[config.mk]
export PLATFORM = sky130hd
export DESIGN_NAME = cmt_column_alu
export DESIGN_NICKNAME = d
export VERILOG_FILES = /design/src/hdl/cmt_pkg.sv /design/src/hdl/cmt_column_alu.sv
export SDC_FILE = /design/constraint.sdc
export NUM_CORES = 1
export LEC_CHECK = 0
export ABC_CLOCK_PERIOD_IN_PS = 7620
export BUFFER_PORTS_ARGS = -buffer_cell sky130_fd_sc_hd__buf_2
export CORE_ASPECT_RATIO = 1.75
export CORE_MARGIN = 2
export CORE_UTILIZATION = 28
export DETAILED_ROUTE_END_ITERATION = 8
export GPL_ROUTABILITY_DRIVEN = 0
export REMOVE_ABC_BUFFERS = 1
export SETUP_SLACK_MARGIN = 0.1
export SLEW_MARGIN = 10
export SYNTH_ARGS = -nofsm -noshare
export SYNTH_HDL_FRONTEND = slang
export SYNTH_SLANG_ARGS = --single-unit
[constraint.sdc]
create_clock -name vclk -period 7.62
set_input_delay 1.143 -clock vclk [all_inputs]
set_output_delay 1.143 -clock vclk [all_outputs]
set_load 0.02 [all_outputs]
[src/hdl/cmt_pkg.sv]
`default_nettype none

package cmt_pkg;

    localparam int DEF_MAX_COLUMNS = 512;
    localparam int OFFSET_W        = 13;
    localparam int CFG_INDEX_W     = 2;
    localparam int CFG_DATA_W      = 12;

    localparam logic [1:0] MODE_SEED  = 2'd0;
    localparam logic [1:0] MODE_TICK  = 2'd1;
    localparam logic [1:0] MODE_QUERY = 2'd2;

    localparam logic [CFG_INDEX_W-1:0] CFG_COLUMN_COUNT   = 2'd0;
    localparam logic [CFG_INDEX_W-1:0] CFG_ROW_COUNT      = 2'd1;
    localparam logic [CFG_INDEX_W-1:0] CFG_VERTICAL_SCALE = 2'd2;

    localparam logic [9:0]  COLUMN_COUNT_RST   = 10'd320;
    localparam logic [11:0] ROW_COUNT_RST      = 12'd200;
    localparam logic [3:0]  VERTICAL_SCALE_RST = 4'd1;

    // offsets below this drop by offset plus one, the rest by a fixed step, times the vertical scale
    localparam logic [4:0] FAST_LIMIT = 5'd16;
    localparam logic [4:0] SLOW_STEP  = 5'd8;
    localparam logic signed [5:0] SEED_FLOOR = -6'sd15;

    typedef struct packed {
        logic [1:0]  mode;
        logic [8:0]  column;
        logic [10:0] row;
        logic [7:0]  random_value;
        logic [7:0]  tick_count;
    } in_item_t;

    typedef struct packed {
        logic        from_end_frame;
        logic [10:0] source_row;
        logic        done_res;
    } out_item_t;

    typedef struct packed {
        logic issue;
        logic busy;
        logic drain;
    } walk_ctl_t;

    // base-4 digits are each congruent to themselves mod 3
    function automatic logic [1:0] mod3_byte(input logic [7:0] value);
        logic [3:0] digit_sum;
        logic [1:0] remainder;
        digit_sum = 4'(value[1:0]) + 4'(value[3:2]) + 4'(value[5:4]) + 4'(value[7:6]);
        if (digit_sum inside {4'd1, 4'd4, 4'd7, 4'd10})
        begin
            remainder = 2'd1;
        end
        else if (digit_sum inside {4'd2, 4'd5, 4'd8, 4'd11})
        begin
            remainder = 2'd2;
        end
        else
        begin
            remainder = 2'd0;
        end
        return remainder;
    endfunction

endpackage

`default_nettype wire

[src/hdl/cmt_column_alu.sv]
`default_nettype none

module cmt_column_alu
    import cmt_pkg::*;
(
    input  wire logic [OFFSET_W-1:0] offset,
    input  wire logic [11:0]         row_count,
    input  wire logic [3:0]          vertical_scale,
    input  wire logic [10:0]         row,
    output logic      [OFFSET_W-1:0] melt_offset,
    output logic                     melt_moved,
    output out_item_t                query_result
);

    logic [11:0] level;
    logic [4:0]  base_step;
    logic [8:0]  step;
    logic [12:0] landing;
    logic [11:0] visible;

    always_comb
    begin
        level     = offset[11:0];
        base_step = (level < 12'(FAST_LIMIT)) ? (5'(level[3:0]) + 5'd1) : SLOW_STEP;
        step      = 9'(base_step) * 9'(vertical_scale);
        landing   = 13'(level) + 13'(step);

        melt_offset = offset;
        melt_moved  = 1'b0;
        if (offset[OFFSET_W-1])
        begin
            // waiting column counts up toward zero
            melt_offset = offset + OFFSET_W'(1);
            melt_moved  = 1'b1;
        end
        else if (level < row_count)
        begin
            melt_moved  = 1'b1;
            melt_offset = (landing >= 13'(row_count)) ? OFFSET_W'(row_count)
                                                       : OFFSET_W'(landing);
        end

        visible      = offset[OFFSET_W-1] ? 12'd0 : level;
        query_result = '0;
        if (12'(row) < visible)
        begin
            query_result.from_end_frame = 1'b1;
            query_result.source_row     = row;
        end
        else
        begin
            query_result.source_row = row - visible[10:0];
        end
    end

endmodule

`default_nettype wire

## Word-level counts from Yosys, hierarchy flattened

Index checks and enable logic that the tools add are counted.
W data, S select, Z words.

| word-level totals | value |
|---|---|
| logic and storage cells | 18 |
| output and inout bits | 27 |
| bits in registers | 0 |

| operators by class | value |
|---|---|
| add/sub/neg operators | 4 |
| $mul | 1 |
| magnitude comparators | 4 |
| mux-type cells | 9 |

Operators by type and width:

| operator | count |
|---|---|
| $mux W13 | 3 |
| $add A12 B9 Y13 | 1 |
| $add A13 B1 Y13 const B | 1 |
| $ge A13 B12 Y1 | 1 |
| $lt A11 B12 Y1 | 1 |
| $lt A12 B12 Y1 | 1 |
| $lt A12 B5 Y1 const B | 1 |
| $mux W12 | 1 |
| $mux W11 | 1 |
| $sub A11 B11 Y11 | 1 |
| $mul A5 B4 Y9 | 1 |
| $add A4 B1 Y5 const B | 1 |
| $mux W5 | 1 |
| $mux W1 | 3 |

## Logic depth before layout (Yosys ltp)

| logic depth | value |
|---|---|
| depth after elaboration | 8 |
| mapped depth | 26 |

## Worst setup path before layout

Ideal clock, no wire load.

| timing | value |
|---|---|
| kind | input -> output |
| from | in offset[10] |
| to | out melt_offset[4] |
| setup slack | -0.361 ns |
| data required time | 6.477 ns |
| stages | 23 |
| arrival time | 6.838 ns |
| cell sequence | clkbuf_1 -> or4_1 -> nor2_1 -> clkbuf_1 -> and3_1 -> fa_1 -> fa_1 -> inv_1 -> fa_1 -> inv_1 -> ha_1 -> nor4_1 -> o21ai_1 -> a31o_2 -> a21oi_1 -> xnor2_1 -> ha_1 -> a2111oi_0 -> a31oi_1 -> a211oi_4 -> buf_6 -> mux2i_1 -> o221ai_1 |

| between the ends | value |
|---|---|
| word-level cells in the longest chain between the ends | 8 |

RTL lines:

| what | RTL line | RTL |
|---|---|---|
| start, declared | cmt_column_alu.sv:6 | `input wire logic [OFFSET_W-1:0] offset,` |
| $lt A12 B5 Y1 | cmt_column_alu.sv:24 | `base_step = (level < 12'(FAST_LIMIT)) ? (5'(level[3:0]) + 5'd1) : SLOW_STEP;` |
| $mux W5 | cmt_column_alu.sv:24 |  |
| $mul A5 B4 Y9 | cmt_column_alu.sv:25 | `step = 9'(base_step) * 9'(vertical_scale);` |
| $add A12 B9 Y13 | cmt_column_alu.sv:26 | `landing = 13'(level) + 13'(step);` |
| $ge A13 B12 Y1 | cmt_column_alu.sv:39 | `melt_offset = (landing >= 13'(row_count)) ? OFFSET_W'(row_count)` |
| $mux W13 | cmt_column_alu.sv:39 |  |
| $mux W13 * | cmt_column_alu.sv:36 | `else if (level < row_count)` |
| $mux W13 * | cmt_column_alu.sv:30 | `if (offset[OFFSET_W-1])` |
| end, declared | cmt_column_alu.sv:10 | `output logic [OFFSET_W-1:0] melt_offset,` |

Mark *: on every way between the ends. The rest lies on a longest branch, timed or not.

## Worst setup path in the final report

| timing | value |
|---|---|
| from | in offset[7] |
| to | out melt_offset[0] |

Same word-level chain as after synthesis.

==> results by group <==
Cells and area
  – Fill count: 1014
  – Sequential Area: 0 µm²
  – Nets: 581
  – Share of cells above drive strength 1: between 30% and 40%
  – Area delta synth->final: 44.77%
  – Final Non-Filler Cells: 594
  – Sequential cells: 0
  – Diode count: 0
  – Multi-input gate area: between 0.002 and 0.003 mm²
  – Clock buf count: 0

Critical path
  – Slowest cell on the critical path: or4_4
  – CP Capture Point: melt_offset[0]
  – Top delay family on crit path: simple AND/OR/NAND/NOR gates
  – Critical Path AT: approximately 6.7 ns
  – CP endpoint kind: output pin
  – Worst EP required: 6.48 ns
  – Max incr delay on CP: 0.55 ns
  – Crit path top cell by count: buf_6
  – WP buf/inv: 8
  – CP Class: primary input to output pin
  – Crit path from: offset[7]
  – Maximum fanout along the worst path: 6
  – Worst setup SP type: primary input
  – Crit. path cell count: 28

Place
  – Dpl ws: -0.8881 ns
  – Hpwl dp: 7601 µm
  – Port Buf Inserts: 66
  – # placed instances: 583

Timing
  – Worst slew pin tran: between 0.5 and 0.6 ns
  – Final worst setup slack: -0.1972 ns
  – RSZ-0062 raised after global routing: yes
  – Hold Vio Cnt, Final: 0
  – Setup-failing EPs final: 12
  – Worst slew margin: 60.71%
  – Fin Setup TNS: -1.538 ns
  – Pins over their slew limit: 0
  – Fmax: approximately 130 MHz
  – Final cycle utilization of the critical path: 102.6%
  – Fin crit period: 7.817 ns

Run status
  – Outcome: finished, violations left
  – Failing checks: negative setup slack

Worst hold path
  – Hold Path Class: primary input to output pin
  – Hold path start: row[4]
  – Hold path cells: 3

Synth
  – Warnings from Yosys: 0
  – Main combinational cell family by area after synthesis: adder cells
  – Seq/Total Area, Yosys: 0%
  – Complex-gate fraction of the synthesized area: 21.06%
  – Multiplexer share of the synthesized area: 8.426%
  – Post-Synth Simple-Gate Area: 20.97%
  – Netlist Area Pre-Place: 0.002703 mm²
  – Mapped Cells: 355
  – Adder-Cell Fraction of Synth Area: 34.63%
  – Post-Synth XOR/XNOR Area: under 10%
  – Distinct cell type count after synthesis: 53
  – Mapped Avg Cell Area: 7.613 µm²

Power
  – VDD IR max: around 0.030 mV
  – Pwr Density: 83.09 mW/mm²
  – Leakage: approximately 2.0 nW
  – Design Power: 325.1 µW

Floorplanning
  – Die Wd: roughly 78 µm
  – Starting Density: 28.72%
  – Core ar.: 0.009409 mm²
  – Num rows: 47
  – Die Area: 0.01048 mm²
  – Die height: 134.0 µm
  – # IOs: 67

Routing
  – Post-DRT Antenna Nets: 0
  – Post-DR wirelength/cell: 14.87 µm
  – Vias per std cell: 5.077
  – Final wirelength: 8835 µm
  – DRC violation count after routing: 0
  – DR iter-0 viols: 109
  – Pre-antenna DRT Iters: 4
  – Via count: 3016

Job
  – Max Cap Violations: 0

Clock tree
  – CTS Hold Buffers Added: 0

GRT
  – Gr ovfl total: 0
  – Number of global-route vias before repair: 3157
  – Antenna violations before repair: 0
  – Overall Global Routing Usage: 16.61%
  – Pin count of the biggest net entering global routing: 16
  – First-pass GRT wire length: roughly 14000 µm
==> per-layer routing <==
layer  up-vias  share of wire, %  track usage [%]
met5         -                 0                0
li1       1499                 -                -
met3        17               2.6           0.8748
met2        58                59            35.25
met1      1442                34            16.33
met4         0               3.8            5.361
==> worst min-delay path, delay by kind of cell <==
family / cells / cell delay, ns
buffers and inverters: 2 / 0.24
muxes: 1 / 0.13
==> cells by family (layout without fill, tap and decap cells) <==
| family | after synthesis | count (layout) |
|---|---|---|
| mux | 20 | 20 |
| fa+ha+maj | 67 | 67 |
| other cells | 1 | 1 |
| compound gates | 82 | 82 |
| buf+inv | 59 | 176 |
| xor+xnor | 18 | 18 |
| simple gates | 108 | 108 |
==> power breakdown <==
part	internal, mW	switching, mW
Combinational	0.156	0.169
Clock	0	0
Sequential	0	0
Total	0.156	0.169
==> cell usage after synthesis, types with 8 or more instances <==
| cell type | number | area, µm² |
|---|---|---|
| fa_1 | 13 | 260.3 |
| and3_1 | 16 | 100.1 |
| xnor2_1 | 15 | 131.4 |
| mux2i_1 | 13 | 130.1 |
| nor2_1 | 16 | 60.06 |
| nor2b_1 | 8 | 50.05 |
| nand2b_1 | 9 | 56.30 |
| nand2_1 | 24 | 90.09 |
| inv_1 | 49 | 183.9 |
| a21oi_1 | 20 | 100.1 |
| nand3_1 | 8 | 40.04 |
| ha_1 | 54 | 675.7 |
| o21ai_0 | 15 | 75.07 |
==> metrics by stage <==
stage               util [%]  instance area [µm²]  hold WS, ns
floorplan                  -                 2645        2.446
global placement       37.23                 3503        2.651
detailed placement     37.23                 3503        2.650
CTS                    40.20                 3782        2.651
global route           41.58                 3913        2.666
finish                 41.58                 3913        2.649
==> worst min path at each step <==
stage | slack (ns) | end
6_report | 2.65 | query_result[5]
5_1_grt | 2.67 | query_result[6]
4_1_cts | 2.65 | query_result[9]
3_5_place_dp | 2.65 | query_result[9]
3_3_place_gp | 2.65 | query_result[6]
2_1_floorplan | 2.45 | query_result[4]
==> timing repair <==
action / in CTS / in global routing
setup buffers: 6 / 5
pin swaps: 28 / 10
gates resized for setup: 60 / 16
endpoints found under the setup margin: 12 / 12
gates cloned: 0 / 0
==> layout make-up <==
type | count | area share (%)
Multi-Input combinational cell | 296 | 69.78
Timing Repair Buffer | 127 | 21.62
Inverter | 49 | 4.701
Tap cell | 122 | 3.901
==> cell usage in the layout (no fill, tap or decap), types with 3 or more instances in the layout <==
cell,instances
nand2b_1,9
or3_1,5
a21o_1,3
a21oi_2,4
inv_1,47
and3_1,16
o221ai_1,5
xor2_1,3
fa_1,12
ha_2,4
nand3_2,3
ha_1,46
nand3_1,5
buf_6,10
o21ai_0,9
mux2i_1,11
and2_1,6
mux2_4,6
nor3_1,3
o21ai_1,4
o21ai_2,3
buf_4,55
nand2_1,23
a21oi_1,16
buf_2,61
ha_4,4
xnor2_1,13
nor2b_1,6
nand4_1,3
nor2_1,14
o211ai_1,4
or4_4,3
o21a_1,7
(Power assumes the default switching activity.)
