File: src/hdl/cmt_pkg.sv
`default_nettype none

package cmt_pkg;

    localparam int DEF_MAX_COLUMNS = 512;
    localparam int OFFSET_W        = 13;
    localparam int CFG_INDEX_W     = 2;
    localparam int CFG_DATA_W      = 12;

    localparam logic [1:0] MODE_SEED  = 2'd0;
    localparam logic [1:0] MODE_TICK  = 2'd1;
    localparam logic [1:0] MODE_QUERY = 2'd2;

    localparam logic [CFG_INDEX_W-1:0] CFG_COLUMN_COUNT   = 2'd0;
    localparam logic [CFG_INDEX_W-1:0] CFG_ROW_COUNT      = 2'd1;
    localparam logic [CFG_INDEX_W-1:0] CFG_VERTICAL_SCALE = 2'd2;

    localparam logic [9:0]  COLUMN_COUNT_RST   = 10'd320;
    localparam logic [11:0] ROW_COUNT_RST      = 12'd200;
    localparam logic [3:0]  VERTICAL_SCALE_RST = 4'd1;

    // offsets below this drop by offset plus one, the rest by a fixed step, times the vertical scale
    localparam logic [4:0] FAST_LIMIT = 5'd16;
    localparam logic [4:0] SLOW_STEP  = 5'd8;
    localparam logic signed [5:0] SEED_FLOOR = -6'sd15;

    typedef struct packed {
        logic [1:0]  mode;
        logic [8:0]  column;
        logic [10:0] row;
        logic [7:0]  random_value;
        logic [7:0]  tick_count;
    } in_item_t;

    typedef struct packed {
        logic        from_end_frame;
        logic [10:0] source_row;
        logic        done_res;
    } out_item_t;

    typedef struct packed {
        logic issue;
        logic busy;
        logic drain;
    } walk_ctl_t;

    // base-4 digits are each congruent to themselves mod 3
    function automatic logic [1:0] mod3_byte(input logic [7:0] value);
        logic [3:0] digit_sum;
        logic [1:0] remainder;
        digit_sum = 4'(value[1:0]) + 4'(value[3:2]) + 4'(value[5:4]) + 4'(value[7:6]);
        if (digit_sum inside {4'd1, 4'd4, 4'd7, 4'd10})
        begin
            remainder = 2'd1;
        end
        else if (digit_sum inside {4'd2, 4'd5, 4'd8, 4'd11})
        begin
            remainder = 2'd2;
        end
        else
        begin
            remainder = 2'd0;
        end
        return remainder;
    endfunction

endpackage

`default_nettype wire

File: src/hdl/cmt_seed_unit.sv
`default_nettype none

module cmt_seed_unit
    import cmt_pkg::*;
(
    input  wire logic                clk,
    input  wire logic                rst_n,
    input  wire logic                load,
    input  wire logic [8:0]          column,
    input  wire logic [7:0]          random_value,
    input  wire logic [3:0]          vertical_scale,
    output logic      [OFFSET_W-1:0] offset
);

    logic [4:0]                 previous_seed_reg;
    logic [4:0]                 previous_seed_next;
    logic signed [5:0]          chained;
    logic [4:0]                 seed;
    logic signed [OFFSET_W-1:0] product;

    always_comb
    begin
        chained = $signed({previous_seed_reg[4], previous_seed_reg})
                + $signed({4'b0000, mod3_byte(random_value)}) - 6'sd1;
        if (column == 9'd0)
        begin
            seed = 5'd0 - {1'b0, random_value[3:0]};
        end
        else if (chained > 6'sd0)
        begin
            seed = 5'd0;
        end
        else if (chained < SEED_FLOOR)
        begin
            seed = SEED_FLOOR[4:0];
        end
        else
        begin
            seed = chained[4:0];
        end
        product = $signed({{(OFFSET_W-5){seed[4]}}, seed})
                * $signed({{(OFFSET_W-4){1'b0}}, vertical_scale});
        offset  = product;
        previous_seed_next = load ? seed : previous_seed_reg;
    end

    always_ff @(posedge clk or negedge rst_n)
    begin
        if (!rst_n)
        begin
            previous_seed_reg <= 5'd0;
        end
        else
        begin
            previous_seed_reg <= previous_seed_next;
        end
    end

endmodule

`default_nettype wire

File: config.mk
export PLATFORM = sky130hd
export DESIGN_NAME = cmt_seed_unit
export DESIGN_NICKNAME = d
export VERILOG_FILES = /design/src/hdl/cmt_pkg.sv /design/src/hdl/cmt_seed_unit.sv
export SDC_FILE = /design/constraint.sdc
export NUM_CORES = 1
export LEC_CHECK = 0
export BUFFER_PORTS_ARGS = -buffer_cell sky130_fd_sc_hd__buf_4
export CAP_MARGIN = 20
export CORE_MARGIN = 8
export CORE_UTILIZATION = 55
export CTS_CLUSTER_DIAMETER = 80
export DETAILED_ROUTE_END_ITERATION = 6
export PLACE_DENSITY = 0.9
export RECOVER_POWER = 100
export SLEW_MARGIN = 20
export SYNTH_ARGS = -nofsm -noshare
export SYNTH_HDL_FRONTEND = slang
export SYNTH_SLANG_ARGS = --single-unit
File: constraint.sdc
create_clock -name clk -period 8.5 [get_ports clk]
set_input_delay 0.425 -clock clk [delete_from_list [all_inputs] [get_ports clk]]
set_output_delay 0.425 -clock clk [all_outputs]
set_load 0.005 [all_outputs]
# ---- Yosys cells after proc, flatten, opt, wreduce, memory -nomap -nowiden
# Index checks and enable logic that the tools add are counted.
dict set report word_totals {
  wordCells 26
  register_bits 5
  output_inout_bits 13
  in_bits 24
}
dict set report classes {
  mul 1
  add_sub_neg 6
  n_reduce_logical 3
  n_lt_le_gt_ge 2
  n_eq_ne 8
  muxes 5
}
# cell n
set ops {}
lappend ops {{$mux W5} 3}
lappend ops {{$eq A4 B3 Y1 const B} 3}
lappend ops {{$eq A4 B4 Y1 const B} 3}
lappend ops {{$mul A5 B5 Y10} 1}
lappend ops {{$logic_not A9 Y1} 1}
lappend ops {{$reduce_bool A4 Y1} 2}
lappend ops {{$add A5 B3 Y6} 1}
lappend ops {{$gt A6 B1 Y1 const B} 1}
lappend ops {{$lt A6 B5 Y1 const B} 1}
lappend ops {{$sub A6 B2 Y6 const B} 1}
lappend ops {{$sub A1 B4 Y5 const A} 1}
lappend ops {{$add A3 B2 Y4} 1}
lappend ops {{$add A4 B2 Y4} 1}
lappend ops {{$eq A4 B1 Y1 const B} 1}
lappend ops {{$eq A4 B2 Y1 const B} 1}
lappend ops {{$mux W2} 2}
lappend ops {{$add A2 B2 Y3} 1}

# ---- Longest topological paths before layout
# Gate-level depths: netlist of run 1.
dict set report depth {
  depth_word 14
  ltp_mapped 32
  depth_no_buf 31
}

# ---- Least setup slack after synthesis of run 1
# Ideal clock, no wire load.
dict set report synth_timing {
  path_kind {in2out}
  startpoint {in random_value[1]}
  endpoint {out offset[10]}
  required_ps 8075
  path_buffers 1
  slack_ps 1098
  t_arrival_ps 6977
  cell_stages 30
  path_cell_list {inv_1 > fa_1 > fa_1 > inv_1 > ha_1 > fa_1 > o21ai_0 > o21ai_0 > ha_1 > inv_1 > ha_1 > inv_1 > fa_1 > nor2b_1 > nor4b_1 > mux2i_1 > o31ai_1 > and2_1 > ha_1 > inv_1 > fa_1 > fa_1 > inv_1 > ha_1 > o21ai_0 > nor2_1 > or4_1 > a31oi_1 > xnor3_1 > buf_4}
}
dict set report synth_between {
  elab_chain_len 14
  elab_cells_between_ends 24
  cone_classes {add/sub: 6; mul: 1; order compare: 2; eq/ne: 8; mux: 5; reduce/logical: 2}
}
# item line
set synth_rtl {}
lappend synth_rtl {{start: declaration} cmt_seed_unit.sv:10} ;# input wire logic [7:0] random_value,
lappend synth_rtl {{$add A2 B2 Y3} cmt_pkg.sv:51} ;# digit_sum = 4'(value[1:0]) + 4'(value[3:2]) + 4'(value[5:4]) + 4'(value[7:6]);
lappend synth_rtl {{$add A3 B2 Y4} cmt_pkg.sv:51}
lappend synth_rtl {{$add A4 B2 Y4} cmt_pkg.sv:51}
lappend synth_rtl {{$eq A4 B2 Y1 (tied with other cells)} cmt_pkg.sv:56} ;# else if (digit_sum inside {4'd2, 4'd5, 4'd8, 4'd11})
lappend synth_rtl {{$reduce_bool A4 Y1} cmt_pkg.sv:56}
lappend synth_rtl {{$mux W2} cmt_pkg.sv:56}
lappend synth_rtl {{$mux W2} cmt_pkg.sv:52} ;# if (digit_sum inside {4'd1, 4'd4, 4'd7, 4'd10})
lappend synth_rtl {{$add A5 B3 Y6} cmt_seed_unit.sv:24} ;# + $signed({4'b0000, mod3_byte(random_value)}) - 6'sd1;
lappend synth_rtl {{$sub A6 B2 Y6} cmt_seed_unit.sv:24}
lappend synth_rtl {{$lt A6 B5 Y1} cmt_seed_unit.sv:33} ;# else if (chained < SEED_FLOOR)
lappend synth_rtl {{$mux W5} cmt_seed_unit.sv:33}
lappend synth_rtl {{$mux W5} cmt_seed_unit.sv:29} ;# else if (chained > 6'sd0)
lappend synth_rtl {{$mux W5 *} cmt_seed_unit.sv:25} ;# if (column == 9'd0)
lappend synth_rtl {{$mul A5 B5 Y10 *} cmt_seed_unit.sv:42} ;# * $signed({{(OFFSET_W-4){1'b0}}, vertical_scale});
lappend synth_rtl {{end: declaration} cmt_seed_unit.sv:12} ;# output logic [OFFSET_W-1:0] offset
# Every way passes the cells marked *; elsewhere a longest branch is shown, timed or not.

# ---- Worst setup path in the final report of run 1
dict set report layout_timing {
  startpoint {in random_value[1]}
  endpoint {out offset[12]}
}
# The elaborated chain is that of the path after synthesis.

==> results of run 1 <==
## area by class of cell
type / instances / area (um^2) / area share
Multi-Input combinational cell: 133 / 1310 / 0.675
Inverter: 41 / 154 / 0.0795
Sequential cell: 5 / 125 / 0.0646
Timing Repair Buffer: 38 / 284 / 0.147
Tap cell: 31 / 38.8 / 0.0200
Clock buffer: 4 / 26.3 / 0.0136
## placed cells by master (no fill, tap or decap), types with 4 or more instances in the layout
cell,instances
buf_4,27
inv_1,41
o21ai_0,9
clkbuf_4,12
a21oi_1,6
and2_1,15
fa_1,16
dfrtp_1,5
xnor2_1,7
mux2_2,4
nand2_1,7
nor2_1,6
nand2b_1,4
ha_1,27
## worst paths after layout
check | from | to | slack, ns | cells past startpoint
worst min-delay path | load | previous_seed_reg[3]$_DFFE_PN0P_ | 0.41 | 2
worst max-delay path | random_value[1] | offset[12] | 0.44 | 32
worst min register to register | previous_seed_reg[0]$_DFFE_PN0P_ | previous_seed_reg[0]$_DFFE_PN0P_ | 0.51 | 1
max in group asynchronous | rst_n | previous_seed_reg[4]$_DFFE_PN0P_ | 7.74 | 2
worst max register to register | previous_seed_reg[1]$_DFFE_PN0P_ | previous_seed_reg[4]$_DFFE_PN0P_ | 5.95 | 11
min in group asynchronous | rst_n | previous_seed_reg[2]$_DFFE_PN0P_ | 0.56 | 2
## stage by stage
step / hold WS (ns) / utilization / setup slack (ns) / instances / instance area, um^2
after detailed placement: 0.228 / 0.684 / 0.379 / 246 / 1890
after floorplan: 0.129 / - / 1.10 / 183 / 1610
after global placement: 0.226 / 0.684 / 0.538 / 246 / 1890
after CTS: 0.411 / 0.697 / 0.337 / 251 / 1920
final: 0.412 / 0.702 / 0.443 / 252 / 1940
after global routing: 0.428 / 0.702 / 0.0294 / 252 / 1940
## metal layers
| layer | part of all wire | track usage | vias up |
|---|---|---|---|
| met3 | 0.045 | 0.0226 | 2 |
| met2 | 0.46 | 0.218 | 33 |
| met4 | 0.0013 | 0.0335 | 0 |
| li1 | - | - | 666 |
| met5 | 0 | 0 | - |
| met1 | 0.49 | 0.163 | 592 |
## cell families (layout without fill, tap and decap cells)
logic type	Yosys count	after routing	synth area share
buf+inv	45	83	0.114
fa+ha+maj	43	43	0.410
mux	5	5	0.0343
flops	5	5	0.0779
simple gates	44	44	0.166
xor+xnor	11	11	0.0685
compound gates	30	30	0.129
## repair_timing
action | 4_1_cts | 5_1_grt
endpoints found under the hold margin | 5 | 0
hold buffers | 1 | 0
endpoints found under the setup margin | 0 | 4
gates resized for setup | 0 | 2
buffers inserted | 0 | 1
==> results by group, run 1 <==
Status
  • Status: complete, no violations

Yosys
  • Largest cells by area after synthesis: ha_1 21%, fa_1 20%, inv_1 9.6%, dfrtp_1 7.8%, and2_1 6.6%
  • Area share of the largest cell type after synthesis: 0.210
  • Most instantiated library cell after synthesis: inv_1
  • Net Count, Synth: 250
  • Syn Std Cell Area: 1610 um^2
  • Post-Syn Instances: 183
  • Top post-synthesis cells by count: 41 x inv_1, 27 x ha_1, 17 x and2_1, 16 x fa_1, 9 x o21ai_0
  • Seq/Total Area, Yosys: 0.0779
  • Number of synthesized flops with an enable pin: 0
  • Synth async-reset ratio: 1.00
  • Post-Syn Area per Cell: 8.78 um^2
  • Cell variety after synth: 35
  • Dominant synthesized flop cell: dfrtp_1
  • Flop and latch count out of synthesis: 5
  • Synth area leader: ha_1
  • Yosys Warn Count: 0

GRT
  • Tot GR Track Use: 0.129
  • Largest net degree at the start of global routing: 12
  • Global-route wire length before repair: 5560 um
  • Total gr overflow: 0
  • Vias in the first global route: 1387
  • Antenna violations before repair: 0

CTS
  • H-tree Lvls: 1
  • TritonCTS clock tree: yes
  • # clock sinks: 5
  • Num CTS Buffers: 3
  • Clock Tree Buf Depth: 2
  • Clk Latency, worst-skew pair: 0.24 ns
  • Clock slew at reported path FFs: 0.04 ns
  • Root Driver: clkbuf_4

STA
  • Unrepaired setup endpoints after global routing: false
  • Tmin final: 8.06 ns
  • Final Hold Vio Count: 0
  • Sum Neg Setup Slack: 0 ns
  • Worst-Margin Slew: 0.686 ns
  • Skew final: 0.000142 ns
  • Period utilization: 0.948
  • Fmax: 124 MHz
  • Final count of pins violating max slew: 0
  • Slew margin rel.: 0.539
  • Count of final setup violators: 0

Setup path
  • Worst path required time: 8.08 ns
  • CP Capture Type: primary output
  • Arrival time worst endpoint: 7.63 ns
  • Max incr delay on CP: 0.52 ns
  • CP Class: in2out
  • CP max FO: 5
  • Crit path max-delay family: adder cells
  • Worst path bufs/invs: 9
  • Slowest cell on the critical path: fa_1
  • Startpoint types: primary input

Floorplan
  • Core outline area: 2760 um^2
  • Rows: 19
  • Die width: 70.0 um
  • Die Area: 4910 um^2
  • Die Height: 70.0 um
  • IO Count: 37
  • Initial Utilization: 0.583

Min path
  • Hold Path Class: in2reg

Detailed routing
  • Total wire length: 3080 um
  • Post-DRT Antenna Nets: 0
  • DR DRC count: 0
  • First DRT Iteration DRCs: 37
  • Drt pass-1 iters: 4
  • Routed length per instance: 12.2 um
  • Vias: 1293
  • Vias per std cell: 5.13

Final layout
  • Layout area overhead: 20.5%
  • Ant diodes: 0
  • Layout cells sized above 1: 0.226
  • Final net count: 289
  • Fill count: 216
  • Max reg flops: 5

Placed design
  • GPL Wtd Cong: 0.794
  • I/O Buffers: 36
  • Detailed Place HPWL: 2780 um

Run
  • Max-cap violations: 0
Power of run 1 is left out: the tool's default activity adds up to more than one toggle a clock period on the data nets, which glitch-free logic cannot reach.
==> inputs of run 2 (changes only) <==
==> constraint.sdc (replaced) <==
create_clock -name clk -period 8.5 [get_ports clk]
set_input_delay 0.85 -clock clk [delete_from_list [all_inputs] [get_ports clk]]
set_output_delay 0.85 -clock clk [all_outputs]
set_load 0.005 [all_outputs]
==> run 2 against run 1 <==
Against the previous run:
- the flow now finishes with violations (setup timing)
- non-clock buffer count up 20
- register-to-register slack worse by 0.13 ns
- final cell count up 7.9%
- first-iteration DRC count up 140%
- setup slack worse by 0.57 ns
- global-route usage up 1.9 points
- critical path depth up 1
- wire length up 44%
- core utilization up 11 points
- worst hold slack better by 0.039 ns
- via count up 14%
- highest routed layer unchanged
==> results by group, run 2 (synthesized netlist as in run 1, its figures left out) <==
Status
  • Violated checks: setup timing
  • Status: finished with violations

Final layout
  • Layout area overhead: 38.7%
  • Commonest non-fill, non-tap cell in the layout: buf_4
  • Most frequent cells in the layout: 53 x buf_4, 31 x inv_1, 21 x ha_1
  • Layout Utilization: 0.808 (+0.106)
  • Fill count: 178 (-18%)
  • Max reg flops: 5 (unchanged)
  • Fin area: 2230 um^2 (+15%)
  • Layout cells sized above 1: 0.407 (+0.180)
  • Ant diodes: 0 (unchanged)
  • Final net count: 309 (+6.9%)

STA
  • Final count of pins violating max slew: 0 (unchanged)
  • Tmin final: 8.63 ns (+0.574 ns)
  • Slew margin rel.: 0.384 (-0.155)
  • Skew final: 0.00361 ns (+0.00347 ns)
  • Fmax: 116 MHz (-6.6%)
  • Final Hold Vio Count: 0 (unchanged)
  • Unrepaired setup endpoints after global routing: true
  • Worst-Margin Slew: 0.917 ns (+0.231 ns)
  • Period utilization: 1.02 (+0.0675)
  • Count of final setup violators: 4 (+4)
  • Final worst slack: -0.131 ns (-0.574 ns)

Floorplan
  • Die Area: 4910 um^2 (unchanged)
  • Die Height: 70.0 um (unchanged)
  • Initial Utilization: 0.583 (unchanged)
  • Core outline area: 2760 um^2 (unchanged)
  • Die width: 70.0 um (unchanged)
  • IO Count: 37 (unchanged)
  • Rows: 19 (unchanged)

Placed design
  • Detailed Place HPWL: 3030 um (+9.0%)
  • I/O Buffers: 36 (unchanged)
  • GPL Wtd Cong: 0.890 (+12%)
  • Place WS: -0.216 ns (-0.595 ns)
  • Placement Cell Area: 2010 um^2 (+6.4%)

Detailed routing
  • DR DRC count: 0 (unchanged)
  • Drt pass-1 iters: 4 (unchanged)
  • Vias per std cell: 5.44 (+6.0%)
  • Total wire length: 4420 um (+44%)
  • Vias: 1480 (+14%)
  • Post-DRT Antenna Nets: 0 (unchanged)
  • Routed length per instance: 16.3 um (+33%)
  • First DRT Iteration DRCs: 88 (+140%)

CTS
  • # clock sinks: 5 (unchanged)
  • TritonCTS clock tree: yes
  • Clk Latency, worst-skew pair: 0.24 ns (about the same)
  • Num CTS Buffers: 3 (unchanged)
  • Root Driver: clkbuf_4
  • Clock slew at reported path FFs: 0.04 ns (about the same)
  • H-tree Lvls: 1 (unchanged)
  • Clock Tree Buf Depth: 2 (unchanged)
  • Post-CTS Hold Fix Bufs: 0 (-1)

Setup path
  • CP Class: in2out
  • Worst path depth: 33 (+3.1%)
  • Startpoint types: primary input
  • Crit path max-delay family: adder cells
  • Slowest cell on the critical path: fa_2
  • R2R depth: 14 (+3)
  • Worst path required time: 7.65 ns (-0.43 ns)
  • CP Capture Type: primary output
  • CP max FO: 5 (unchanged)
  • Worst path bufs/invs: 10 (+1)
  • Max incr delay on CP: 0.60 ns (+0.08 ns)
  • Arrival time worst endpoint: 7.78 ns (+0.15 ns)

GRT
  • GR peak layer: met2
  • Vias in the first global route: 1438 (+3.7%)
  • Antenna violations before repair: 0 (unchanged)
  • Largest net degree at the start of global routing: 12 (unchanged)
  • GR Layer Usage met2: 0.256 (+0.0376)
  • Total gr overflow: 0 (unchanged)
  • M1 GR Usage: 0.180 (+0.0180)
  • GR Layer Usage met3: 0.0395 (+0.0169)
  • Tot GR Track Use: 0.148 (+0.0191)
  • Global-route wire length before repair: 6240 um (+12%)

Min path
  • Hold Path Class: in2async

Run
  • Max-cap violations: 0 (unchanged)
[run 2: timing repair]
item	CTS	global route
endpoints found under the setup margin	4	5
setup buffers	4	3
gates resized for setup	17	30
pin swaps	14	30
[run 2: worst reg2reg max path, stage by stage (launching register included)]
cell and delay (ns):
dfrtp_1 0.34, inv_1 0.05, ha_1 0.29, inv_2 0.05
ha_4 0.16, buf_4 0.13, a21o_1 0.17, a21oi_1 0.24
mux2i_1 0.24, buf_4 0.17, buf_6 0.11, o31ai_4 0.08
buf_4 0.17, buf_4 0.12, mux2_2 0.25
[run 2: final timing paths]
check | start | end | slack [ns]
setup / recovery | random_value[1] | offset[11] | -0.13
hold / removal | rst_n | previous_seed_reg[0]$_DFFE_PN0P_ | 0.45
setup reg to reg | previous_seed_reg[1]$_DFFE_PN0P_ | previous_seed_reg[1]$_DFFE_PN0P_ | 5.82
hold reg to reg | previous_seed_reg[4]$_DFFE_PN0P_ | previous_seed_reg[4]$_DFFE_PN0P_ | 0.50
max in group asynchronous | rst_n | previous_seed_reg[3]$_DFFE_PN0P_ | 7.84
min in group clk | previous_seed_reg[4]$_DFFE_PN0P_ | previous_seed_reg[4]$_DFFE_PN0P_ | 0.50
[run 2: through the flow]
stage	hold WS [ns]	TNS [ns]	std cells
floorplan	0.481	0	183
global placement	0.493	-0.0987	262
detailed placement	0.496	-0.857	262
CTS	0.392	0	270
global route	0.463	-1.49	272
finish	0.452	-0.517	272
[run 2: routing by layer]
layer,up-vias,part of all wire
met4,0,0.028
met3,10,0.068
met2,60,0.49
met1,704,0.41
li1,706,-
met5,-,0
[run 2: layout make-up]
cell class                      count  area (um^2)  area share
Sequential cell                     5          125      0.0561
Tap cell                           31         38.8      0.0174
Multi-Input combinational cell    133         1430       0.640
Inverter                           41          161      0.0724
Clock buffer                        4         26.3      0.0118
Timing Repair Buffer               58          450       0.202
Power of run 2 is left out for the same reason.
