## src/hdl/cmt_pkg.sv

```systemverilog
`default_nettype none

package cmt_pkg;

    localparam int DEF_MAX_COLUMNS = 512;
    localparam int OFFSET_W        = 13;
    localparam int CFG_INDEX_W     = 2;
    localparam int CFG_DATA_W      = 12;

    localparam logic [1:0] MODE_SEED  = 2'd0;
    localparam logic [1:0] MODE_TICK  = 2'd1;
    localparam logic [1:0] MODE_QUERY = 2'd2;

    localparam logic [CFG_INDEX_W-1:0] CFG_COLUMN_COUNT   = 2'd0;
    localparam logic [CFG_INDEX_W-1:0] CFG_ROW_COUNT      = 2'd1;
    localparam logic [CFG_INDEX_W-1:0] CFG_VERTICAL_SCALE = 2'd2;

    localparam logic [9:0]  COLUMN_COUNT_RST   = 10'd320;
    localparam logic [11:0] ROW_COUNT_RST      = 12'd200;
    localparam logic [3:0]  VERTICAL_SCALE_RST = 4'd1;

    // offsets below this drop by offset plus one, the rest by a fixed step, times the vertical scale
    localparam logic [4:0] FAST_LIMIT = 5'd16;
    localparam logic [4:0] SLOW_STEP  = 5'd8;
    localparam logic signed [5:0] SEED_FLOOR = -6'sd15;

    typedef struct packed {
        logic [1:0]  mode;
        logic [8:0]  column;
        logic [10:0] row;
        logic [7:0]  random_value;
        logic [7:0]  tick_count;
    } in_item_t;

    typedef struct packed {
        logic        from_end_frame;
        logic [10:0] source_row;
        logic        done_res;
    } out_item_t;

    typedef struct packed {
        logic issue;
        logic busy;
        logic drain;
    } walk_ctl_t;

    // base-4 digits are each congruent to themselves mod 3
    function automatic logic [1:0] mod3_byte(input logic [7:0] value);
        logic [3:0] digit_sum;
        logic [1:0] remainder;
        digit_sum = 4'(value[1:0]) + 4'(value[3:2]) + 4'(value[5:4]) + 4'(value[7:6]);
        if (digit_sum inside {4'd1, 4'd4, 4'd7, 4'd10})
        begin
            remainder = 2'd1;
        end
        else if (digit_sum inside {4'd2, 4'd5, 4'd8, 4'd11})
        begin
            remainder = 2'd2;
        end
        else
        begin
            remainder = 2'd0;
        end
        return remainder;
    endfunction

endpackage

`default_nettype wire

```

## src/hdl/cmt_walker.sv

```systemverilog
`default_nettype none

module cmt_walker
    import cmt_pkg::*;
#(
    parameter int MAX_COLUMNS = DEF_MAX_COLUMNS
) (
    input  wire logic                             clk,
    input  wire logic                             rst_n,
    input  wire logic                             start,
    input  wire logic [$clog2(MAX_COLUMNS)-1:0]   last_column,
    input  wire logic [7:0]                       last_pass,
    output walk_ctl_t                             ctl,
    output logic      [$clog2(MAX_COLUMNS)-1:0]   addr
);

    localparam int ADDR_W = $clog2(MAX_COLUMNS);

    typedef enum logic [1:0] {W_IDLE, W_RUN, W_DRAIN} walk_state_t;

    walk_state_t       state_reg;
    logic [ADDR_W-1:0] column_reg;
    logic [ADDR_W-1:0] last_column_reg;
    logic [7:0]        pass_reg;
    logic [7:0]        last_pass_reg;

    always_ff @(posedge clk or negedge rst_n)
    begin
        if (!rst_n)
        begin
            state_reg       <= W_IDLE;
            column_reg      <= '0;
            last_column_reg <= '0;
            pass_reg        <= 8'd0;
            last_pass_reg   <= 8'd0;
        end
        else
        begin
            case (state_reg)
                W_IDLE:
                begin
                    if (start)
                    begin
                        state_reg       <= W_RUN;
                        column_reg      <= '0;
                        pass_reg        <= 8'd0;
                        last_column_reg <= last_column;
                        last_pass_reg   <= last_pass;
                    end
                end
                W_RUN:
                begin
                    if (column_reg == last_column_reg)
                    begin
                        column_reg <= '0;
                        if (pass_reg == last_pass_reg)
                        begin
                            state_reg <= W_DRAIN;
                        end
                        else
                        begin
                            pass_reg <= pass_reg + 8'd1;
                        end
                    end
                    else
                    begin
                        column_reg <= column_reg + ADDR_W'(1);
                    end
                end
                W_DRAIN:
                begin
                    state_reg <= W_IDLE;
                end
                default:
                begin
                    state_reg <= W_IDLE;
                end
            endcase
        end
    end

    always_comb
    begin
        ctl.issue = (state_reg == W_RUN);
        ctl.busy  = (state_reg != W_IDLE);
        ctl.drain = (state_reg == W_DRAIN);
        addr      = column_reg;
    end

endmodule

`default_nettype wire
```

## config.mk

```make
export PLATFORM = sky130hd
export DESIGN_NAME = cmt_walker
export DESIGN_NICKNAME = d
export VERILOG_FILES = /design/src/hdl/cmt_pkg.sv /design/src/hdl/cmt_walker.sv
export SDC_FILE = /design/constraint.sdc
export NUM_CORES = 1
export LEC_CHECK = 0
export BUFFER_PORTS_ARGS = -buffer_cell sky130_fd_sc_hd__buf_2
export CAP_MARGIN = 40
export CORE_MARGIN = 2
export CORE_UTILIZATION = 35
export CTS_CLUSTER_SIZE = 12
export DETAILED_ROUTE_END_ITERATION = 12
export HOLD_SLACK_MARGIN = 0.08
export SKIP_CTS_REPAIR_TIMING = 1
export SLEW_MARGIN = 20
export SYNTH_ARGS = -nofsm -noshare
export SYNTH_HDL_FRONTEND = slang
export SYNTH_SLANG_ARGS = --single-unit
```

## constraint.sdc

```tcl
create_clock -name clk -period 2.5 [get_ports clk]
set_input_delay 0.25 -clock clk [delete_from_list [all_inputs] [get_ports clk]]
set_output_delay 0.25 -clock clk [all_outputs]
set_load 0.02 [all_outputs]
```

# == Yosys cells after proc, flatten, opt, wreduce, memory -nomap -nowiden ==
# Index checks and enable logic that the tools add are counted.
# word_totals
input_bits,20
output_inout_bits,12
regBits,36
elab_cells,33
# classes
addsub,2
reduce_logical,7
mux,11
n_eq_ne,8
# ops
operator,n
8-bit 2-to-1 mux,3
9-bit 2-to-1 mux,2
9-bit case mux with 2 select lines,1
8-bit case mux with 2 select lines,1
"9-bit by 1-bit adder with 9-bit output, second input constant",1
9-bit == test,1
"8-bit by 1-bit adder with 8-bit output, second input constant",1
8-bit == test,1
2-bit 2-to-1 mux,3
"2-bit by 1-bit inequality test with 1-bit output, second input constant",2
"2-bit inequality test, second input constant",2
2-bit case mux with 2 select lines,1
2-bit AND reduction,2
4-bit AND reduction,1
2-bit nonzero test,2
3-bit AND reduction,1
"2-bit by 1-bit == test with 1-bit output, second input constant",1
"2-bit == test, second input constant",1
2-bit logical NOT,1

# == Logic depth before layout (Yosys ltp) ==
# Gate-level depths: netlist (run 1).
# depth
ltp_word,4
depth_mapped,7
depth_no_buf,6

# == Least setup slack after synthesis (run 1) ==
# No wires, ideal clock.
# synth_path
path_kind,register -> register
from,reg column_reg[4] (netlist: addr[4])
to,reg column_reg[2] (netlist: addr[2])
setup_time_ns,0.118
period_less_slack_ns,1.642
path_stages_with_launch,7
path_slack_ns,0.858
t_required_ns,2.382
path_buffers,1
arrival_ns,1.524
path_cell_list,dfrtp_1 -> xnor2_1 -> nand4_1 -> o31ai_4 -> buf_4 -> o21bai_1 -> a21o_1
# synth_via
elab_chain_len,3
# synth_lines
element,line_no,rtl
start: declaration,cmt_walker.sv:22,logic [ADDR_W-1:0] column_reg;
start signal: assignment,cmt_walker.sv:67,column_reg <= column_reg + ADDR_W'(1);
9-bit == test,cmt_walker.sv:53,if (column_reg == last_column_reg)
9-bit 2-to-1 mux,cmt_walker.sv:53,
9-bit case mux with 2 select lines,cmt_walker.sv:39,case (state_reg)
# No other way between the ends.
# A chain may end at the register's enable or synchronous reset.

# == Worst setup path after layout (run 1) ==
# layout_path
from,reg pass_reg[1]
to,reg pass_reg[4]
# layout_via
elab_chain_len,4
elab_cells_between_ends,7
classes_between,add/sub: 1; eq/ne: 2; mux: 3; reduce/logical: 1
# layout_lines
element,line_no,rtl
start: declaration,cmt_walker.sv:24,logic [7:0] pass_reg;
start signal: assignment,cmt_walker.sv:62,pass_reg <= pass_reg + 8'd1;
8-bit by 1-bit adder with 8-bit output,cmt_walker.sv:62,
8-bit 2-to-1 mux,cmt_walker.sv:56,if (pass_reg == last_pass_reg)
8-bit 2-to-1 mux,cmt_walker.sv:53,
8-bit case mux with 2 select lines,cmt_walker.sv:39,
# Several ways; a longest one is shown, not always the timed one. The select of a mux whose other input is x is not followed.

==> results of run 1 <==
==> stage by stage <==
| step | cell area [sq um] | hold slack [ns] | power (mW) | instances |
|---|---|---|---|---|
| floorplan | 1920 | -0.0456 | 1.31 | 208 |
| global placement | 2100 | 0.395 | 1.49 | 301 |
| detailed placement | 2100 | 0.390 | 1.51 | 301 |
| CTS | 2190 | 0.0759 | 1.91 | 308 |
| global route | 2220 | 0.144 | 2.03 | 310 |
| finish | 2220 | 0.150 | 1.89 | 310 |
==> routing by layer <==
metal / share of wire, % / GRT usage (%) / wire (um)
met5: 0 / 0 / 0
met4: 1.8 / 5.79 / 70
met3: 3.3 / 3.72 / 126
met2: 46 / 22.1 / 1800
met1: 49 / 18.8 / 1880
==> power groups by stage <==
| stage | Sequential [mW] | Clock, mW | Combinational (mW) |
|---|---|---|---|
| 2_1_floorplan | 0.945 | 0 | 0.365 |
| 3_3_place_gp | 0.904 | 0 | 0.586 |
| 3_5_place_dp | 0.909 | 0 | 0.598 |
| 4_1_cts | 0.901 | 0.405 | 0.606 |
| 5_1_grt | 0.926 | 0.433 | 0.674 |
| 6_report | 0.897 | 0.393 | 0.601 |
==> worst reg2reg max path, stage by stage (launching register included) <==
cell and delay [ns]:
sky130_fd_sc_hd__dfrtp_1 0.44, sky130_fd_sc_hd__xor2_2 0.20, sky130_fd_sc_hd__nor4_2 0.32, sky130_fd_sc_hd__nand2_1 0.28, sky130_fd_sc_hd__and3_1 0.28, sky130_fd_sc_hd__a211o_1 0.25
==> cells in the final DEF, fill, tap and decap left out, drive strengths merged, types with 3 or more instances in the layout <==
cell type  count
a21oi          4
and3          10
buf           33
clkbuf         5
dfrtp         36
mux2i          5
nand2         72
nand3          4
nand4          6
nor2           8
o21ai          6
o21bai         3
xnor2         11
xor2           8
==> cell families (layout without fill, tap and decap cells) <==
family,count (synthesis),in the layout,synth area share (%)
buffers and inverters,12,44,3.85
and+or+nand+nor,111,111,27.5
AOI/OAI and AO/OA,23,23,8.68
adders and majority gates,2,2,1.31
DFF,36,36,47.0
muxes,5,5,2.61
xor gates and xnor gates,19,19,9.07
==> layout make-up <==
class | instances | share of cell area (%)
clock inverters | 2 | 0.563
clock buffers | 5 | 3.10
inverters | 3 | 0.506
flip-flops and latches | 36 | 40.5
repair buffers | 34 | 9.00
well taps | 70 | 3.94
multi-input cells | 160 | 42.4
==> worst max-delay path by stage <==
stage                start           to  slack [ns]  depth (start not counted)
2_1_floorplan      addr[4]      addr[2]        0.86                          6
6_report       pass_reg[1]  pass_reg[4]        0.60                          5
4_1_cts        pass_reg[1]  pass_reg[4]        0.62                          5
5_1_grt        pass_reg[7]  pass_reg[4]        0.46                          5
3_5_place_dp   pass_reg[1]  pass_reg[4]        0.67                          5
3_3_place_gp       addr[4]  pass_reg[0]        0.67                          5
==> summary.md, run 1 <==
| Metric | Value |
|---|---|
| Placed wire-length estimate after detailed placement | `2.74 mm` |
| Largest delay share family, worst path | `simple AND/OR/NAND/NOR gates` |
| Worst hold-check path type | `in -> reg` |
| Share of the clock period used by the worst path | `75.8%` |
| Reg2Reg Capture Point | `pass_reg[4]` |
| Proportion of layout cells with a drive suffix above 1 | `21.3%` |
| Setup repair after global routing missed its margin | `no` |
| Die outline height | `78.0 um` |
| Die Width | `78.0 um` |
| Pre-Repair DR Iteration Count | `4` |
| Worst vdd ir | `354 uV` |
| Yosys Warn Count | `0` |
| Count of nets after finishing | `262` |
| Worst Max-Slew Pin Slew | `0.733 ns` |
| Hold Vio Cnt, Final | `0` |
| Switching Share | `37.8%` |
| Clock Skews | `0.00554 ns` |
| Hold Path Stages | `3` |
| CP Cell Sequence | `xor2_2 -> nor4_2 -> nand2_1 -> and3_1 -> a211o_1` |
| DR vias | `1,467` |
| Min setup slack post-route | `0.604 ns` |
| Power per Cell Area | `850 nW/um^2` |
| Startpoint of the lowest-slack register-to-register path | `pass_reg[1]` |
| Worst setup slack for register-to-register paths | `0.60 ns` |
| Overflow left after global routing | `0` |
| Worst Path Buf+Inv | `0` |
| Startpoint kind of the worst setup timing path | `flop` |
| Setup crit end kind | `flop` |
| Portion of total power attributed to combinational logic | `31.8%` |
| Maximum net fanout on the critical path | `11` |
| Part of the power in registers | `47.4%` |
| Count of unresolved DRC violations after routing | `0` |
| Async SR Flop Fraction | `100%` |
| Number of different library cells in the post-synthesis netlist | `39` |
| Sequential cell area | `901 sq um` |
| Maximum buffer depth of the clock tree | `2` |
| Number of cells on the worst reg-to-reg path | `5` |
| Outcome | `complete, no violations` |
| Critical-path top delay cell | `sky130_fd_sc_hd__dfrtp_1` |
| Die ar. | `6080 sq um` |
| Global-route wire length before repair | `6.77 mm` |
| # setup viols final | `0` |
| Mapped Area | `1920 sq um` |
| Number of synthesized register bits | `36` |
| Area of the core | `5200 sq um` |
| Wire length per cell after detailed routing | `12.5 um` |
| Slew margin rel. | `51.1%` |
| Reported net switching power | `0.715 mW` |
| Final design utilization | `42.7%` |
| Synthesized area divided by synthesized cell count | `9.22 sq um` |
| Seq/Total Area, Yosys | `47.0%` |
| Wirelength, routed | `3.88 mm` |
| Area delta synth->final | `16.0%` |
| Post-synthesis cell count | `208` |
| Inserted Clock Buffers | `5` |
| Initial Util | `36.8%` |
| Pre-CTS worst setup slack | `0.670 ns` |
| Number of violations reported at the end of detailed-routing iteration 0 | `94` |
| Reg clk slew, reported paths | `0.07 ns` |
| Clock tree from TritonCTS | `done` |
| Placer congestion estimate | `0.790` |
| Main area contributors after synthesis | `sky130_fd_sc_hd__dfrtp_1 47%, sky130_fd_sc_hd__nand2_1 14%, sky130_fd_sc_hd__xnor2_1 5.0%` |
| Port Buffers | `31` |
| Terminating pin of the worst hold path | `last_pass_reg[0]` |
| Count of nets left with antenna violations after detail routing | `0` |
| Standard-cell rows | `26` |
| Initial antenna violation count | `0` |
| I/O pins | `32` |
| Number of synthesized flops with an enable pin | `0` |
| Share of power burned in the clock network | `20.8%` |
| Number of global-route vias before repair | `1,446` |
| Top cells by instance count after synthesis | `71 x sky130_fd_sc_hd__nand2_1, 36 x sky130_fd_sc_hd__dfrtp_1, 11 x sky130_fd_sc_hd__xnor2_1` |
| Final setup TNS | `0 ns` |
| Post-synth net total | `230` |
| Cell chosen for the clock root | `sky130_fd_sc_hd__clkbuf_8` |
| Most frequent cell after synthesis | `sky130_fd_sc_hd__nand2_1` |
| Startpoint of the worst hold path | `last_pass[0]` |
| Number of inserted filler cells in the final layout | `539` |
| Stage delay of the slowest cell on the critical path | `0.44 ns` |
| Global-route usage over all layers | `14.2%` |
| Multi-input logic area | `942 sq um` |
| H-tree levels | `2` |
| DR vias/cell | `4.73` |
| Endpoint arrival time on the critical path | `2.07 ns` |
| Clock Latency Late Sink | `0.28 ns` |
| Maximum achievable frequency | `527 MHz` |
| Library cell occupying the most area in the post-synthesis netlist | `sky130_fd_sc_hd__dfrtp_1` |
| Critical path data required time | `2.67 ns` |
| Clock sink count | `36` |
| Max-cap check violation count | `0` |
| Final Slew Violations | `0` |
| Share of the synthesized area in the top cell type | `47.0%` |
| Static Leakage | `1.10 nW` |
| Post-route minimum period | `1.90 ns` |
| Critical path class | `reg -> reg` |
| Antenna diode count | `0` |
| Most instantiated flip-flop cell in the synthesis netlist | `sky130_fd_sc_hd__dfrtp_1` |
| Pin count of the biggest net entering global routing | `37` |
| Internal Power | `1.18 mW` |
Note: power is estimated with default switching activity, not from simulation.
==> inputs of run 2 (changes only) <==
Clock period 2.5 ns to 1.6 ns, I/O delays scaled along.
==> summary.md, run 2 (synthesized netlist as in run 1, its figures left out) <==
| Metric | Value |
|---|---|
| Pin count of the biggest net entering global routing | `24` |
| Reg clk slew, reported paths | `0.08 ns` |
| Startpoint kind of the worst setup timing path | `flop` |
| Clock tree from TritonCTS | `done` |
| Count of nets after finishing | `297` |
| Most frequent cells in the layout | `70 x sky130_fd_sc_hd__nand2_1, 31 x sky130_fd_sc_hd__buf_2, 30 x sky130_fd_sc_hd__dfrtp_1` |
| Maximum buffer depth of the clock tree | `2` |
| Most common cell after layout, fill and taps aside | `sky130_fd_sc_hd__nand2_1` |
| Post-Place Cells | `325` |
| Final setup TNS | `0 ns` |
| Count of unresolved DRC violations after routing | `0` |
| Cell chosen for the clock root | `sky130_fd_sc_hd__clkbuf_8` |
| Die outline height | `78.0 um` |
| Proportion of layout cells with a drive suffix above 1 | `32.6%` |
| Hold_ws | `0.0491 ns` |
| Die ar. | `6080 sq um` |
| Slew margin rel. | `72.9%` |
| Global-route usage over all layers | `15.2%` |
| Clock Skews | `0.0117 ns` |
| Standard-cell rows | `26` |
| Final cell count without fillers | `346` |
| # setup viols final | `0` |
| Inserted Clock Buffers | `5` |
| Number of violations reported at the end of detailed-routing iteration 0 | `94` |
| Die Width | `78.0 um` |
| Clock sink count | `36` |
| Global-route wire length before repair | `7.19 mm` |
| DR vias | `1,592` |
| Maximum achievable frequency | `631 MHz` |
| Pre-Repair DR Iteration Count | `5` |
| Number of global-route vias before repair | `1,522` |
| Placer congestion estimate | `0.843` |
| Critical path class | `reg -> reg` |
| Placed wire-length estimate after detailed placement | `3.00 mm` |
| Antenna diode count | `0` |
| Overflow left after global routing | `0` |
| Port Buffers | `31` |
| Wire length per cell after detailed routing | `12.2 um` |
| Worst Max-Slew Pin Slew | `0.406 ns` |
| Post-route minimum period | `1.58 ns` |
| Initial antenna violation count | `0` |
| Number of inserted filler cells in the final layout | `510` |
| Static Leakage | `1.29 nW` |
| Hold Vio Cnt, Final | `0` |
| Worst vdd ir | `610 uV` |
| Sequential cell area | `908 sq um` |
| Final Slew Violations | `0` |
| Wirelength, routed | `4.22 mm` |
| DR vias/cell | `4.60` |
| Pre-CTS worst setup slack | `-0.0351 ns` |
| Endpoint arrival time on the critical path | `1.77 ns` |
| Power per Cell Area | `1320 nW/um^2` |
| Worst setup slack for register-to-register paths | `0.02 ns` |
| Maximum net fanout on the critical path | `4` |
| Worst hold-check path type | `in -> reg` |
| Count of nets left with antenna violations after detail routing | `0` |
| Area delta synth->final | `36.2%` |
| Area of the core | `5200 sq um` |
| Min setup slack post-route | `0.0153 ns` |
| Critical path data required time | `1.79 ns` |
| Setup crit end kind | `flop` |
| I/O pins | `32` |
| Max-cap check violation count | `0` |
| Share of the clock period used by the worst path | `99.0%` |
| Multi-input logic area | `995 sq um` |
| Clock Latency Late Sink | `0.30 ns` |
| H-tree levels | `2` |
| Initial Util | `36.8%` |
| Setup repair after global routing missed its margin | `yes` |
| Outcome | `complete, no violations` |
[run 2: cell types whose count changed in the layout (fill, tap and decap cells not counted), sizes merged]
cell         before  now
buf              33   59
bufinv            0    1
clkbuf            5    6
clkinvlp          1    0
dlygate4sd3       1   10
[run 2: worst paths after layout]
check	from	to	depth (start not counted)
setup / recovery	pass_reg[1]	pass_reg[4]	5
hold / removal	last_pass[4]	last_pass_reg[4]	3
setup reg to reg	pass_reg[1]	pass_reg[4]	5
hold reg to reg	last_column_reg[2]	last_column_reg[2]	2
max in group asynchronous	rst_n	addr[2]	3
min in group asynchronous	rst_n	pass_reg[0]	2
[run 2: routing by layer]
layer  up-vias  GRT usage (%)  part of all wire (%)
li1        825              -                     -
met4         0           6.84                   2.1
met5         -              0                     0
met1       738           21.8                    50
met2        21           22.1                    45
met3         8           3.26                   2.5
[run 2: per-stage QoR]
stage	utilization, %	instance area, sq um	power, mW
CTS	46.6	2420	3.37
global placement	44.5	2320	2.54
detailed placement	44.5	2320	2.56
global route	50.2	2610	3.64
floorplan	-	1930	2.07
finish	50.2	2610	3.44
[run 2: worst max-delay path: stages (launching register included)]
cell	delay [ns]
sky130_fd_sc_hd__dfrtp_1	0.42
sky130_fd_sc_hd__xor2_2	0.20
sky130_fd_sc_hd__nor4_4	0.29
sky130_fd_sc_hd__nand2_2	0.12
sky130_fd_sc_hd__and3_4	0.20
sky130_fd_sc_hd__a211o_1	0.25
[run 2: power by group]
group	internal [mW]	switching, mW
logic	0.633	0.697
registers	1.13	0.186
clock network	0.462	0.332
[run 2: area by class of cell]
cell class              instances  area share (%)
multi-input cells             160            38.1
flip-flops and latches         36            34.8
repair buffers                 69            19.2
well taps                      70            3.35
clock buffers                   6            2.78
clock inverters                 2            1.34
inverters                       3           0.431
